[config.mk]
export PLATFORM = sky130hd
export DESIGN_NAME = median_trimmed_mean_filter
export DESIGN_NICKNAME = d
export VERILOG_FILES = /design/src/sv/mtm_pkg.sv /design/src/sv/mtm_front.sv /design/src/sv/mtm_job_queue.sv /design/src/sv/mtm_back.sv /design/src/sv/median_trimmed_mean_filter.sv
export SDC_FILE = /design/constraint.sdc
export NUM_CORES = 1
export LEC_CHECK = 0
export BUFFER_PORTS_ARGS = -buffer_cell sky130_fd_sc_hd__buf_2
export CAP_MARGIN = 10
export CORE_MARGIN = 5
export CORE_UTILIZATION = 35
export CTS_BUF_LIST = sky130_fd_sc_hd__clkbuf_2 sky130_fd_sc_hd__clkbuf_4 sky130_fd_sc_hd__clkbuf_8
export CTS_CLUSTER_SIZE = 10
export DETAILED_ROUTE_END_ITERATION = 10
export PLACE_DENSITY = 0.49
export SKIP_LAST_GASP = 1
export SYNTH_ARGS = -nofsm -noshare
export SYNTH_HDL_FRONTEND = slang
export SYNTH_HIERARCHICAL = 1
export SYNTH_SLANG_ARGS = --single-unit
[constraint.sdc]
create_clock -name clk -period 7.6 [get_ports clk]
set_clock_uncertainty 0.1 [all_clocks]
set_input_delay 2.28 -clock clk [delete_from_list [all_inputs] [get_ports clk]]
set_output_delay 2.28 -clock clk [all_outputs]
set_load 0.01 [all_outputs]
[src/sv/mtm_pkg.sv]
// shared types and constants of the median / trimmed mean filter
// used by every module of the block; depends on nothing
`default_nettype none

package mtm_pkg;

  localparam int MAX_SAMPLES = 16;
  localparam int SAMPLE_BITS = 16;
  localparam int OUT_W       = 16;
  localparam int TRIM_COUNT  = 2;

  localparam int CNT_W  = $clog2(MAX_SAMPLES + 1);
  localparam int IDX_W  = $clog2(MAX_SAMPLES);
  localparam int SUM_W  = SAMPLE_BITS + CNT_W;
  localparam int STEP_W = $clog2(SUM_W);

  typedef logic [SAMPLE_BITS-1:0] sample_t;

  typedef struct packed {
    logic [SAMPLE_BITS-1:0] sample;
    logic                   last;
  } in_item_t;

  typedef struct packed {
    logic [OUT_W-1:0] median;
    logic [OUT_W-1:0] trimmed_mean;
    logic             too_short;
    logic             overflowed;
  } out_item_t;

  // one finished set, handed from the sorter to the divider
  typedef struct packed {
    logic [OUT_W-1:0] median;
    logic [SUM_W-1:0] sum;
    logic [CNT_W-1:0] divisor;
    logic             too_short;
    logic             overflowed;
  } job_t;

  typedef enum logic {
    F_COLLECT,
    F_FLUSH
  } front_state_t;

  typedef enum logic {
    B_IDLE,
    B_DIV
  } back_state_t;

endpackage

`default_nettype wire

[src/sv/mtm_front.sv]
// front part: insertion-sorted sample row, running total and set close-out
// depends on mtm_pkg
`default_nettype none

module mtm_front (
  input  wire logic             clk,
  input  wire logic             rst_n,
  input  wire logic             start,
  output logic                  busy,
  input  wire mtm_pkg::in_item_t in_data,
  input  wire logic             q_full,
  output logic                  q_push,
  output mtm_pkg::job_t         q_job
);
  import mtm_pkg::*;

  front_state_t state_r, state_nxt;

  sample_t          cells_r [MAX_SAMPLES];
  sample_t          cells_nxt [MAX_SAMPLES];
  logic [CNT_W-1:0] count_r, count_nxt;
  logic [SUM_W-1:0] total_r, total_nxt;
  logic             dropped_r, dropped_nxt;
  logic [MAX_SAMPLES-1:0] gt;
  logic             accept;
  logic             room;
  logic [IDX_W-1:0] med_idx, max_idx;
  logic [CNT_W-1:0] n_minus1;

  assign accept = start && !busy;
  assign room   = count_r < CNT_W'(MAX_SAMPLES);

  // empty cells count as larger than any sample
  always_comb begin
    for (int i = 0; i < MAX_SAMPLES; i++) begin
      gt[i] = (CNT_W'(i) >= count_r) || (cells_r[i] > in_data.sample);
    end
    for (int i = 0; i < MAX_SAMPLES; i++) begin
      if (!gt[i]) begin
        cells_nxt[i] = cells_r[i];
      end else if (i > 0 && gt[(i > 0) ? i - 1 : 0]) begin
        cells_nxt[i] = cells_r[(i > 0) ? i - 1 : 0];
      end else begin
        cells_nxt[i] = in_data.sample;
      end
    end
  end

  // next state
  always_comb begin
    state_nxt = state_r;
    unique case (state_r)
      F_COLLECT: begin
        if (accept && in_data.last) state_nxt = F_FLUSH;
      end
      F_FLUSH: begin
        if (!q_full) state_nxt = F_COLLECT;
      end
      default: state_nxt = F_COLLECT;
    endcase
  end

  // outputs
  always_comb begin
    busy   = 1'b0;
    q_push = 1'b0;
    unique case (state_r)
      F_COLLECT: busy = 1'b0;
      F_FLUSH: begin
        busy   = 1'b1;
        q_push = !q_full;
      end
      default: busy = 1'b1;
    endcase
  end

  always_comb begin
    count_nxt   = count_r;
    total_nxt   = total_r;
    dropped_nxt = dropped_r;
    if (accept) begin
      if (room) begin
        count_nxt = count_r + CNT_W'(1);
        total_nxt = total_r + SUM_W'(in_data.sample);
      end else begin
        dropped_nxt = 1'b1;
      end
    end
    if (q_push) begin
      count_nxt   = '0;
      total_nxt   = '0;
      dropped_nxt = 1'b0;
    end
  end

  // a set always holds at least one sample when it is closed
  assign n_minus1 = count_r - CNT_W'(1);
  assign med_idx  = IDX_W'(n_minus1 >> 1);
  assign max_idx  = IDX_W'(n_minus1);

  always_comb begin
    q_job.median     = OUT_W'(cells_r[med_idx]);
    q_job.sum        = total_r - SUM_W'(cells_r[0]) - SUM_W'(cells_r[max_idx]);
    q_job.divisor    = count_r - CNT_W'(TRIM_COUNT);
    q_job.too_short  = count_r < CNT_W'(3);
    q_job.overflowed = dropped_r;
  end

  always_ff @(posedge clk) begin
    if (!rst_n) begin
      state_r   <= F_COLLECT;
      count_r   <= '0;
      total_r   <= '0;
      dropped_r <= 1'b0;
    end else begin
      state_r   <= state_nxt;
      count_r   <= count_nxt;
      total_r   <= total_nxt;
      dropped_r <= dropped_nxt;
    end
  end

  always_ff @(posedge clk) begin
    if (accept && room) begin
      for (int i = 0; i < MAX_SAMPLES; i++) begin
        cells_r[i] <= cells_nxt[i];
      end
    end
  end

endmodule

`default_nettype wire

[src/sv/mtm_job_queue.sv]
// two-entry queue of finished sets between sorter and divider
// depends on mtm_pkg
`default_nettype none

module mtm_job_queue (
  input  wire logic          clk,
  input  wire logic          rst_n,
  input  wire logic          push,
  input  wire mtm_pkg::job_t push_job,
  input  wire logic          pop,
  output logic               full,
  output logic               empty,
  output mtm_pkg::job_t      head
);
  import mtm_pkg::*;

  job_t       slots_r [2];
  logic       wr_ptr_r, wr_ptr_nxt;
  logic       rd_ptr_r, rd_ptr_nxt;
  logic [1:0] fill_r, fill_nxt;

  assign full  = fill_r == 2'd2;
  assign empty = fill_r == 2'd0;
  assign head  = slots_r[rd_ptr_r];

  always_comb begin
    wr_ptr_nxt = push ? !wr_ptr_r : wr_ptr_r;
    rd_ptr_nxt = pop ? !rd_ptr_r : rd_ptr_r;
    fill_nxt   = fill_r;
    if (push && !pop) fill_nxt = fill_r + 2'd1;
    if (pop && !push) fill_nxt = fill_r - 2'd1;
  end

  always_ff @(posedge clk) begin
    if (!rst_n) begin
      wr_ptr_r <= 1'b0;
      rd_ptr_r <= 1'b0;
      fill_r   <= '0;
    end else begin
      wr_ptr_r <= wr_ptr_nxt;
      rd_ptr_r <= rd_ptr_nxt;
      fill_r   <= fill_nxt;
    end
  end

  always_ff @(posedge clk) begin
    if (push) slots_r[wr_ptr_r] <= push_job;
  end

endmodule

`default_nettype wire

[src/sv/mtm_back.sv]
// back part: bit-serial restoring divider for the trimmed mean, result register
// depends on mtm_pkg
`default_nettype none

module mtm_back (
  input  wire logic          clk,
  input  wire logic          rst_n,
  input  wire logic          q_empty,
  input  wire mtm_pkg::job_t q_head,
  output logic               q_pop,
  output logic               out_valid,
  output mtm_pkg::out_item_t out_data
);
  import mtm_pkg::*;

  back_state_t state_r, state_nxt;

  job_t              job_r;
  logic [SUM_W-1:0]  quo_r, quo_nxt;
  logic [CNT_W-1:0]  rem_r, rem_nxt;
  logic [STEP_W-1:0] step_r;
  logic [CNT_W:0]    rem_shift;
  logic              ge;
  logic              load, short_done, div_done;
  logic              out_valid_r;
  out_item_t         out_data_r;

  assign rem_shift = {rem_r, quo_r[SUM_W-1]};
  assign ge        = rem_shift >= {1'b0, job_r.divisor};
  assign rem_nxt   = ge ? CNT_W'(rem_shift - {1'b0, job_r.divisor}) : CNT_W'(rem_shift);
  assign quo_nxt   = {quo_r[SUM_W-2:0], ge};

  // next state
  always_comb begin
    state_nxt = state_r;
    unique case (state_r)
      B_IDLE: begin
        if (!q_empty && !q_head.too_short) state_nxt = B_DIV;
      end
      B_DIV: begin
        if (step_r == '0) state_nxt = B_IDLE;
      end
      default: state_nxt = B_IDLE;
    endcase
  end

  // outputs
  always_comb begin
    q_pop      = 1'b0;
    load       = 1'b0;
    short_done = 1'b0;
    div_done   = 1'b0;
    unique case (state_r)
      B_IDLE: begin
        q_pop      = !q_empty;
        load       = !q_empty && !q_head.too_short;
        short_done = !q_empty && q_head.too_short;
      end
      B_DIV: div_done = step_r == '0;
      default: q_pop = 1'b0;
    endcase
  end

  always_ff @(posedge clk) begin
    if (!rst_n) begin
      state_r     <= B_IDLE;
      out_valid_r <= 1'b0;
    end else begin
      state_r     <= state_nxt;
      out_valid_r <= short_done || div_done;
    end
  end

  always_ff @(posedge clk) begin
    if (load) begin
      job_r  <= q_head;
      quo_r  <= q_head.sum;
      rem_r  <= '0;
      step_r <= STEP_W'(SUM_W - 1);
    end else if (state_r == B_DIV) begin
      quo_r  <= quo_nxt;
      rem_r  <= rem_nxt;
      step_r <= step_r - STEP_W'(1);
    end
    if (short_done) begin
      out_data_r.median       <= q_head.median;
      out_data_r.trimmed_mean <= '0;
      out_data_r.too_short    <= 1'b1;
      out_data_r.overflowed   <= q_head.overflowed;
    end else if (div_done) begin
      out_data_r.median       <= job_r.median;
      out_data_r.trimmed_mean <= OUT_W'(quo_nxt);
      out_data_r.too_short    <= 1'b0;
      out_data_r.overflowed   <= job_r.overflowed;
    end
  end

  assign out_valid = out_valid_r;
  assign out_data  = out_data_r;

endmodule

`default_nettype wire

[src/sv/median_trimmed_mean_filter.sv]
// top level of the median / trimmed mean filter
// depends on mtm_pkg, mtm_front, mtm_job_queue, mtm_back
//
// usage:
//   input: drive in_data (sample, last) with start; an item is taken at a
//   rising edge where start is high and busy is low. samples of one set go in
//   one per cycle until one is marked last; the sample row keeps them sorted
//   by insertion as they arrive.
//   after the item marked last, busy stays high while the set is closed and
//   handed to the job queue, and longer if the queue is full.
//   the divider works out one quotient bit per cycle, and sets of fewer
//   than three samples skip it.
//   output: out_valid pulses for one cycle with out_data (median,
//   trimmed_mean, too_short, overflowed). there is no back pressure: the
//   receiver must take the result in that cycle.
//   the queue holds two closed sets, so short sets that arrive faster than
//   the divider finishes them see busy stretched by the divider.
//   samples beyond MAX_SAMPLES in a set are dropped and reported as
//   overflowed. reset (synchronous, rst_n low) empties the current set and
//   the queue and cancels a division in progress; no result is lost or
//   repeated otherwise.
`default_nettype none

module median_trimmed_mean_filter (
  input  wire logic              clk,
  input  wire logic              rst_n,
  input  wire logic              start,
  output logic                   busy,
  input  wire mtm_pkg::in_item_t in_data,
  output logic                   out_valid,
  output mtm_pkg::out_item_t     out_data
);
  import mtm_pkg::*;

  logic q_push, q_pop, q_full, q_empty;
  job_t push_job, head_job;

  mtm_front u_front (
    .clk     (clk),
    .rst_n   (rst_n),
    .start   (start),
    .busy    (busy),
    .in_data (in_data),
    .q_full  (q_full),
    .q_push  (q_push),
    .q_job   (push_job)
  );

  mtm_job_queue u_queue (
    .clk      (clk),
    .rst_n    (rst_n),
    .push     (q_push),
    .push_job (push_job),
    .pop      (q_pop),
    .full     (q_full),
    .empty    (q_empty),
    .head     (head_job)
  );

  mtm_back u_back (
    .clk       (clk),
    .rst_n     (rst_n),
    .q_empty   (q_empty),
    .q_head    (head_job),
    .q_pop     (q_pop),
    .out_valid (out_valid),
    .out_data  (out_data)
  );

endmodule

`default_nettype wire

==> metrics.md, run 1 <==
| Metric | Value |
|---|---|
| Critical Path AT | `6.27 ns` |
| WP buf/inv | `2` |
| Total GRT Usage | `0.2161` |
| Post CTS Setup Buffer Count | `0` |
| Latest clock arrival within the worst-skew pair | `0.70 ns` |
| Routed wire per std cell | `27.76 um` |
| Clock tree buffer depth | `3` |
| Die Area | `~90000 um2` |
| FF+latch count, synth | `466` |
| Antenna violations before repair | `5` |
| Crit start category | `primary input` |
| Mapped Cells | `2311` |
| Yosys warns | `6` |
| IO Count | `56` |
| Critical path type | `primary input to flop` |
| Vias per cell | `5.794` |
| EDFF count, synth | `404` |
| Hold Fails Final Rpt | `0` |
| H-Tree Depth | `3` |
| Layout cell share with drive strength beyond 1 | `0.3021` |
| RePlAce Congestion | `0.9090` |
| Clock Pin Slew Worst Setup and Hold Paths | `0.06 ns` |
| CTS tree | `built` |
| Largest net degree at the start of global routing | `51` |
| Synth-to-layout area growth | `12.01%` |
| Slew @ Worst Pin | `between 1 and 1.5 ns` |
| Max Slew Vio Count | `0` |
| CP max stage cell | `a2111oi_0` |
| RSZ-0062 raised after global routing | `no` |
| Post-synthesis instance area | `30160 um2` |
| CP cell instances | `buf_2 -> inv_1 -> ha_1 -> nand4_1 -> a2111oi_0 -> a211oi_1 -> o21ai_0 -> a21oi_2 -> nor2_2` |
| Drt drc | `0` |
| Row Count | `107` |
| Worst vdd ir | `0.1811 mV` |
| Die X | `303.5 um` |
| Post-synth top cells | `edfxtp_1, ha_1, mux2_2, nand2_1, mux4_2` |
| Hold buffer count at cts | `0` |
| Area of the multi-input gates | `16000 um2` |
| Post-synthesis sequential area ratio | `0.4434` |
| Pwr/cell area | `279.5 nW/um2` |
| Min Tclk post-route | `6.080 ns` |
| Clk root buf | `clkbuf_8` |
| Fmax | `0.1645 GHz` |
| Reg area | `13380 um2` |
| Most common cell in the netlist | `edfxtp_1` |
| Status | `completed` |
| Final nets | `approximately 2700` |
| Setup violations, final | `0` |
| Synth unique cells | `just over 70` |
| Total grt overflow | `0` |
| Detailed Routing Iterations Pass 1 | `6` |
| Final Util | `0.3955` |
| Yosys top cell area share | `0.4023` |
| Post-synth top area cell | `edfxtp_1` |
| Vias | `21040` |
| Clock sink count | `466` |
| Ys flop type | `edfxtp_1` |
| Die Height | `303.5 um` |
| DP Wirelength | `75220 um` |
| Ys async rst share | `0` |
| Final Non-Filler Cells | `about 3600` |
| Crit path largest cell delay | `1.04 ns` |
| Routed Antenna Nets | `0` |
| CTS Buf Count | `88` |
| Setup tns final | `0 ns` |
| Final worst-path cycle share | `0.8000` |
| Worst EP required | `7.79 ns` |
| Starting Density | `0.3531` |
| Hold Path Class | `flop to flop` |
| Dominant cells by area after synthesis | `edfxtp_1, ha_1, mux2_2` |
| Post-synth net total | `around 2600` |
| 1st-iter DRT viols | `1667` |
| First-pass GRT wire length | `145800 um` |
| Endpoint class of the critical path | `flop` |
| Placed Cells | `approximately 3500` |
| IO Port Bufs | `55` |
| WL final | `100800 um` |
| PostCTS Resize Cnt | `0` |
| Max-Cap Viols | `0` |
| Worst slew margin | `0.1665` |
| Mean Syn Cell Area | `13.05 um2` |
| Fillers | `8209` |
| Number of global-route vias before repair | `21240` |
| Critical Path Fanout Max | `18` |
| Crit-path leading delay family | `compound AO/OA/AOI/OAI gates` |
| CORE AREA | `85410 um2` |
| Leakage | `0.01283 uW` |
state kept, by name, indices dropped and copies added (netlist names), named ones only:
| name | count |
|---|---|
| u_back/out_data | 34 |
| u_front/cells_r | 256 |
| u_front/state_r | 1 |
| u_back/state_r | 1 |
| u_queue/wr_ptr_r | 1 |
| u_back/job_r | 22 |
| u_queue/rd_ptr_r | 1 |
| u_queue/fill_r | 2 |
| u_back/step_r | 5 |
| u_front/total_r | 21 |
| u_back/out_valid | 1 |
| u_queue/slots_r | 88 |
| u_front/count_r | 5 |
| u_back/rem_r | 5 |
| u_back/quo_r | 21 |
| u_front/dropped_r | 1 |
routing by layer:
layer  global-route usage  share of wire  up-vias
met3              0.03168          0.057      157
met2               0.3621           0.48      768
met5                    0              0        -
met1               0.2906           0.43    10820
met4              0.06883          0.034        0
li1                     -              -     9290
worst register-to-register path, cell delays in order (launching register included):
cell,delay (ns)
dfxtp_1,0.51
inv_1,0.25
ha_4,0.80
buf_12,0.37
buf_12,0.32
mux4_2,0.54
mux4_2,0.51
fa_1,0.49
inv_1,0.04
ha_1,0.35
a21oi_1,0.15
or4b_4,0.50
a31oi_4,0.20
o21ai_2,0.14
a2111oi_4,0.31
xor2_1,0.12
kinds of logic after synthesis:
family,synth area share
DFF,0.4434
muxes,0.2235
and+or+nand+nor,0.07020
AOI/OAI and AO/OA,0.08679
adders and majority gates,0.1335
buffers and inverters,0.03004
xor gates and xnor gates,0.01249
final timing paths:
check | endpoint | cells after the start | slack, ns | from
worst max-delay path | u_front/cells_r[2][3]$_DFFE_PP_ | 9 | 1.52 | in_data[12]
worst min-delay path | u_back/out_data[1]$_SDFFE_PP1P_ | 2 | 0.34 | u_back/out_data[1]$_SDFFE_PP1P_
worst max register to register | u_queue/slots_r[1][26]$_DFFE_PP_ | 15 | 1.64 | u_front/count_r[1]$_SDFFE_PP0P_
worst min register to register | u_back/out_data[1]$_SDFFE_PP1P_ | 2 | 0.34 | u_back/out_data[1]$_SDFFE_PP1P_
power breakdown:
group / leakage (uW) / switching (uW) / total, uW / internal (uW)
clock network: 0.000923 / 1160 / 2510 / 1350
logic: 0.00758 / 1870 / 3270 / 1390
registers: 0.00432 / 291 / 3670 / 3370
layout by cell type, fill, tap and decap left out, types with 15 or more instances in the layout:
cell       netlist  final
edfxtp_1       404    404
mux2_2         292    292
ha_1           293    292
nand2_1        192    192
mux4_2         144    144
a21oi_1        112    112
inv_1          107    106
clkbuf_8         0     88
a21o_1          73     73
dfxtp_1         62     60
buf_4           14     59
buf_2           43     56
nand4_1         54     54
o21ai_0         47     47
nor2_1          61     45
nand3_1         42     42
nor2b_1         26     26
clkinv_1         0     24
xnor2_1         24     23
mux2i_1         21     21
a211oi_1        20     20
clkinv_2         0     19
a2111oi_0       22     19
o211ai_1        18     18
fa_1            18     18
a22o_1          17     17
xor2_1          19     17
clkbuf_4         0     16
a21oi_2         16     16
nor2_2           0     15
metrics by stage:
step / hold WS (ns) / cell area, um2 / total power (uW) / worst slack (ns)
final: 0.3443 / 33780 / 9440 / 1.520
after global placement: 0.3258 / 32020 / 6886 / 0.04655
after global routing: 0.3631 / 33780 / 9970 / 1.319
after CTS: 0.3435 / 33780 / 9515 / 1.534
after floorplan: 0.3341 / 30160 / 5889 / 2.182
after detailed placement: 0.3338 / 32030 / 6959 / 0.7988
layout make-up:
class	instances	area share
tap	1144	0.04237
inverter	107	0.01189
sequential	466	0.3959
clock inverter	55	0.01241
clock buffer	104	0.03941
multi-input combinational	1634	0.4735
timing repair buffer	120	0.02437
antenna	1	0.00007408
Power figures use the tool's default switching activity.
==> run 2: changes to the inputs <==
- PLACE_DENSITY: 0.49 -> 0.5
- clock period: 7.6 -> 5 ns (I/O delays scaled with it)
==> run 2 against run 1 <==
Effect of this change: clock power rose by 52%; cell area rose by 6.7%; sequential cell count did not move; total power rose by 61%; worst setup slack got worse by 1.5 ns; register-to-register slack got worse by 1.6 ns; non-clock buffer count rose by 221.
==> metrics.md, run 2 (synthesis gave the netlist of run 1 again) <==
| Metric | Value |
|---|---|
| 1st-iter DRT viols | `1669 (+0.12%)` |
| Row Count | `107 (unchanged)` |
| First-pass GRT wire length | `152000 um (+4.2%)` |
| Final nets | `2968 (+8.0%)` |
| Clk root buf | `clkbuf_8` |
| Hold Fails Final Rpt | `0 (unchanged)` |
| Max reg flops | `256 (unchanged)` |
| Worst EP required | `5.31 ns (-2.48 ns)` |
| Status | `completed` |
| Hold Path Class | `flop to flop` |
| Clock sink count | `466 (unchanged)` |
| Hold buffer count at cts | `0 (unchanged)` |
| CP max stage cell | `mux4_2` |
| IO Port Bufs | `55 (unchanged)` |
| Worst vdd ir | `0.1999 mV (+10%)` |
| Worst slew margin | `0.1844 (+0.01788)` |
| CTS tree | `built` |
| Pint | `9880 uW (+62%)` |
| Min Tclk post-route | `4.994 ns` |
| Final Util | `0.4219 (+0.02644)` |
| Clock share of power | `0.251 (-0.015)` |
| Fillers | `8009 (-2.4%)` |
| Largest net degree at the start of global routing | `46 (-9.8%)` |
| Die X | `303.5 um (unchanged)` |
| RSZ-0062 raised after global routing | `yes` |
| Sequential power share | `0.365 (-0.023)` |
| Latest clock arrival within the worst-skew pair | `0.72 ns (+0.02 ns)` |
| Detailed Routing Iterations Pass 1 | `5 (-1)` |
| Vias per cell | `5.675 (-2.0%)` |
| Most common cell after layout, fill and taps aside | `edfxtp_1` |
| Number of global-route vias before repair | `22450 (+5.7%)` |
| Crit-path leading delay family | `multiplexers` |
| Psw | `5335 uW (+60%)` |
| Critical Path AT | `5.31 ns (-0.96 ns)` |
| Final worst-path cycle share | `0.9988` |
| Critical path type | `flop to flop` |
| Critical Path Fanout Max | `8 (-10)` |
| Slew @ Worst Pin | `1.222 ns (+0.003371 ns)` |
| IO Count | `56 (unchanged)` |
| Crit path largest cell delay | `0.58 ns (-0.46 ns)` |
| Die Area | `92140 um2 (unchanged)` |
| Synth-to-layout area growth | `19.50%` |
| Routed Antenna Nets | `0 (unchanged)` |
| Combinational Power Share | `0.384 (+0.038)` |
| R2R Setup Slk | `0.006 ns (-1.63 ns)` |
| DP Wirelength | `81200 um (+7.9%)` |
| RePlAce Congestion | `0.9653 (+6.2%)` |
| CP cell instances | `clkinvlp_4 -> ha_4 -> buf_12 -> mux4_2 -> mux4_2 -> fa_1 -> inv_2 -> ha_4 -> o211ai_1 -> a211oi_2 -> or4b_4 -> a31oi_4 -> o21ai_4 -> a2111oi_4 -> xor2_1` |
| Layout cell share with drive strength beyond 1 | `0.3719 (+0.06981)` |
| Pwr/cell area | `422.2 nW/um2 (+51%)` |
| Max Slew Vio Count | `0 (unchanged)` |
| Max-Cap Viols | `0 (unchanged)` |
| CORE AREA | `85410 um2 (unchanged)` |
| Leakage | `0.01407 uW (+9.7%)` |
| Post-route cell area | `36040 um2 (+6.7%)` |
| WL final | `105500 um (+4.7%)` |
| Crit start category | `flop` |
| WP buf/inv | `3 (+1)` |
| Most frequent cells in the layout | `edfxtp_1, mux2_2, ha_1` |
| Antenna violations before repair | `4 (-1)` |
| Vias | `21860 (+3.9%)` |
| Clock Pin Slew Worst Setup and Hold Paths | `0.06 ns (about the same)` |
| CTS Buf Count | `87 (-1.1%)` |
| Clock tree buffer depth | `3 (unchanged)` |
| DP Area | `33640 um2 (+5.0%)` |
| Drt drc | `0 (unchanged)` |
| Switch share | `0.3507 (-0.001638)` |
| Top reg by flops | `u_front/cells_r` |
| Routed wire per std cell | `27.38 um (-1.4%)` |
| Total grt overflow | `0 (unchanged)` |
| Setup violations, final | `0 (unchanged)` |
| Endpoint class of the critical path | `flop` |
| Fmax | `approximately 0.20 GHz` |
| Die Height | `303.5 um (unchanged)` |
| H-Tree Depth | `3 (unchanged)` |
| Starting Density | `0.3531 (unchanged)` |
| Total GRT Usage | `0.2254 (+0.009334)` |
[run 2: worst paths after layout]
path	depth (start not counted)	end	startpoint
worst max-delay path	15	u_queue/slots_r[1][26]$_DFFE_PP_	u_front/count_r[0]$_SDFFE_PP0P_
worst min register to register	2	u_back/out_data[6]$_SDFFE_PP0P_	u_back/out_data[6]$_SDFFE_PP0P_
worst min-delay path	2	u_back/out_data[6]$_SDFFE_PP0P_	u_back/out_data[6]$_SDFFE_PP0P_
worst max register to register	15	u_queue/slots_r[1][26]$_DFFE_PP_	u_front/count_r[0]$_SDFFE_PP0P_
[run 2: power groups by stage]
stage	Combinational, uW	Sequential, uW	Clock, uW
final	5850	5560	3810
after global routing	6340	5600	4120
after CTS	5460	5550	3950
after detailed placement	5380	5620	0
after global placement	5280	5610	0
after floorplan	3530	5440	0
[run 2: cell type report]
class	count	area, um2	share of cell area
Antenna cell	3	7.507	0.0002083
Inverter	107	405.4	0.01125
Sequential cell	466	13380	0.3712
Timing Repair Buffer	341	2890	0.08020
Tap cell	1144	1431	0.03972
Multi-Input combinational cell	1634	16160	0.4483
Clock inverter	31	229.0	0.006353
Clock buffer	126	1540	0.04274
[run 2: worst min-delay path, stage by stage (launching register included)]
cell	delay [ns]
dfxtp_1	0.30
nand3_1	0.06
nand2_1	0.05
[run 2: stage by stage]
stage	TNS (ns)	setup WS [ns]	total power [uW]	cells	hold WS (ns)
after floorplan	0	0.01530	8972	2311	0.3341
after global placement	-3.401	-0.1926	10880	3652	0.3267
after detailed placement	-3.170	-0.1550	11000	3652	0.3431
after CTS	0	0.005706	14960	3815	0.3523
after global routing	-0.4025	-0.1480	16060	3851	0.3651
final	0	0.005945	15220	3852	0.3510
[run 2: timing repair]
action | in CTS | in global routing
endpoints found under the hold margin | 0 | 0
resized for setup | 5 | 42
endpoints found under the setup margin | 12 | 12
pin swaps | 5 | 28
setup buffers | 5 | 31
cloned | 1 | 3
[run 2: layer usage]
layer  vias up  share of wire  global-route usage  wire length (um)
met2       789           0.47              0.3732             49490
li1       9747              -                   -                 -
met1     11120           0.42              0.2960             44690
met5         -              0                   0                 0
met3       202          0.063             0.03724              6677
met4         0          0.044             0.09163              4613
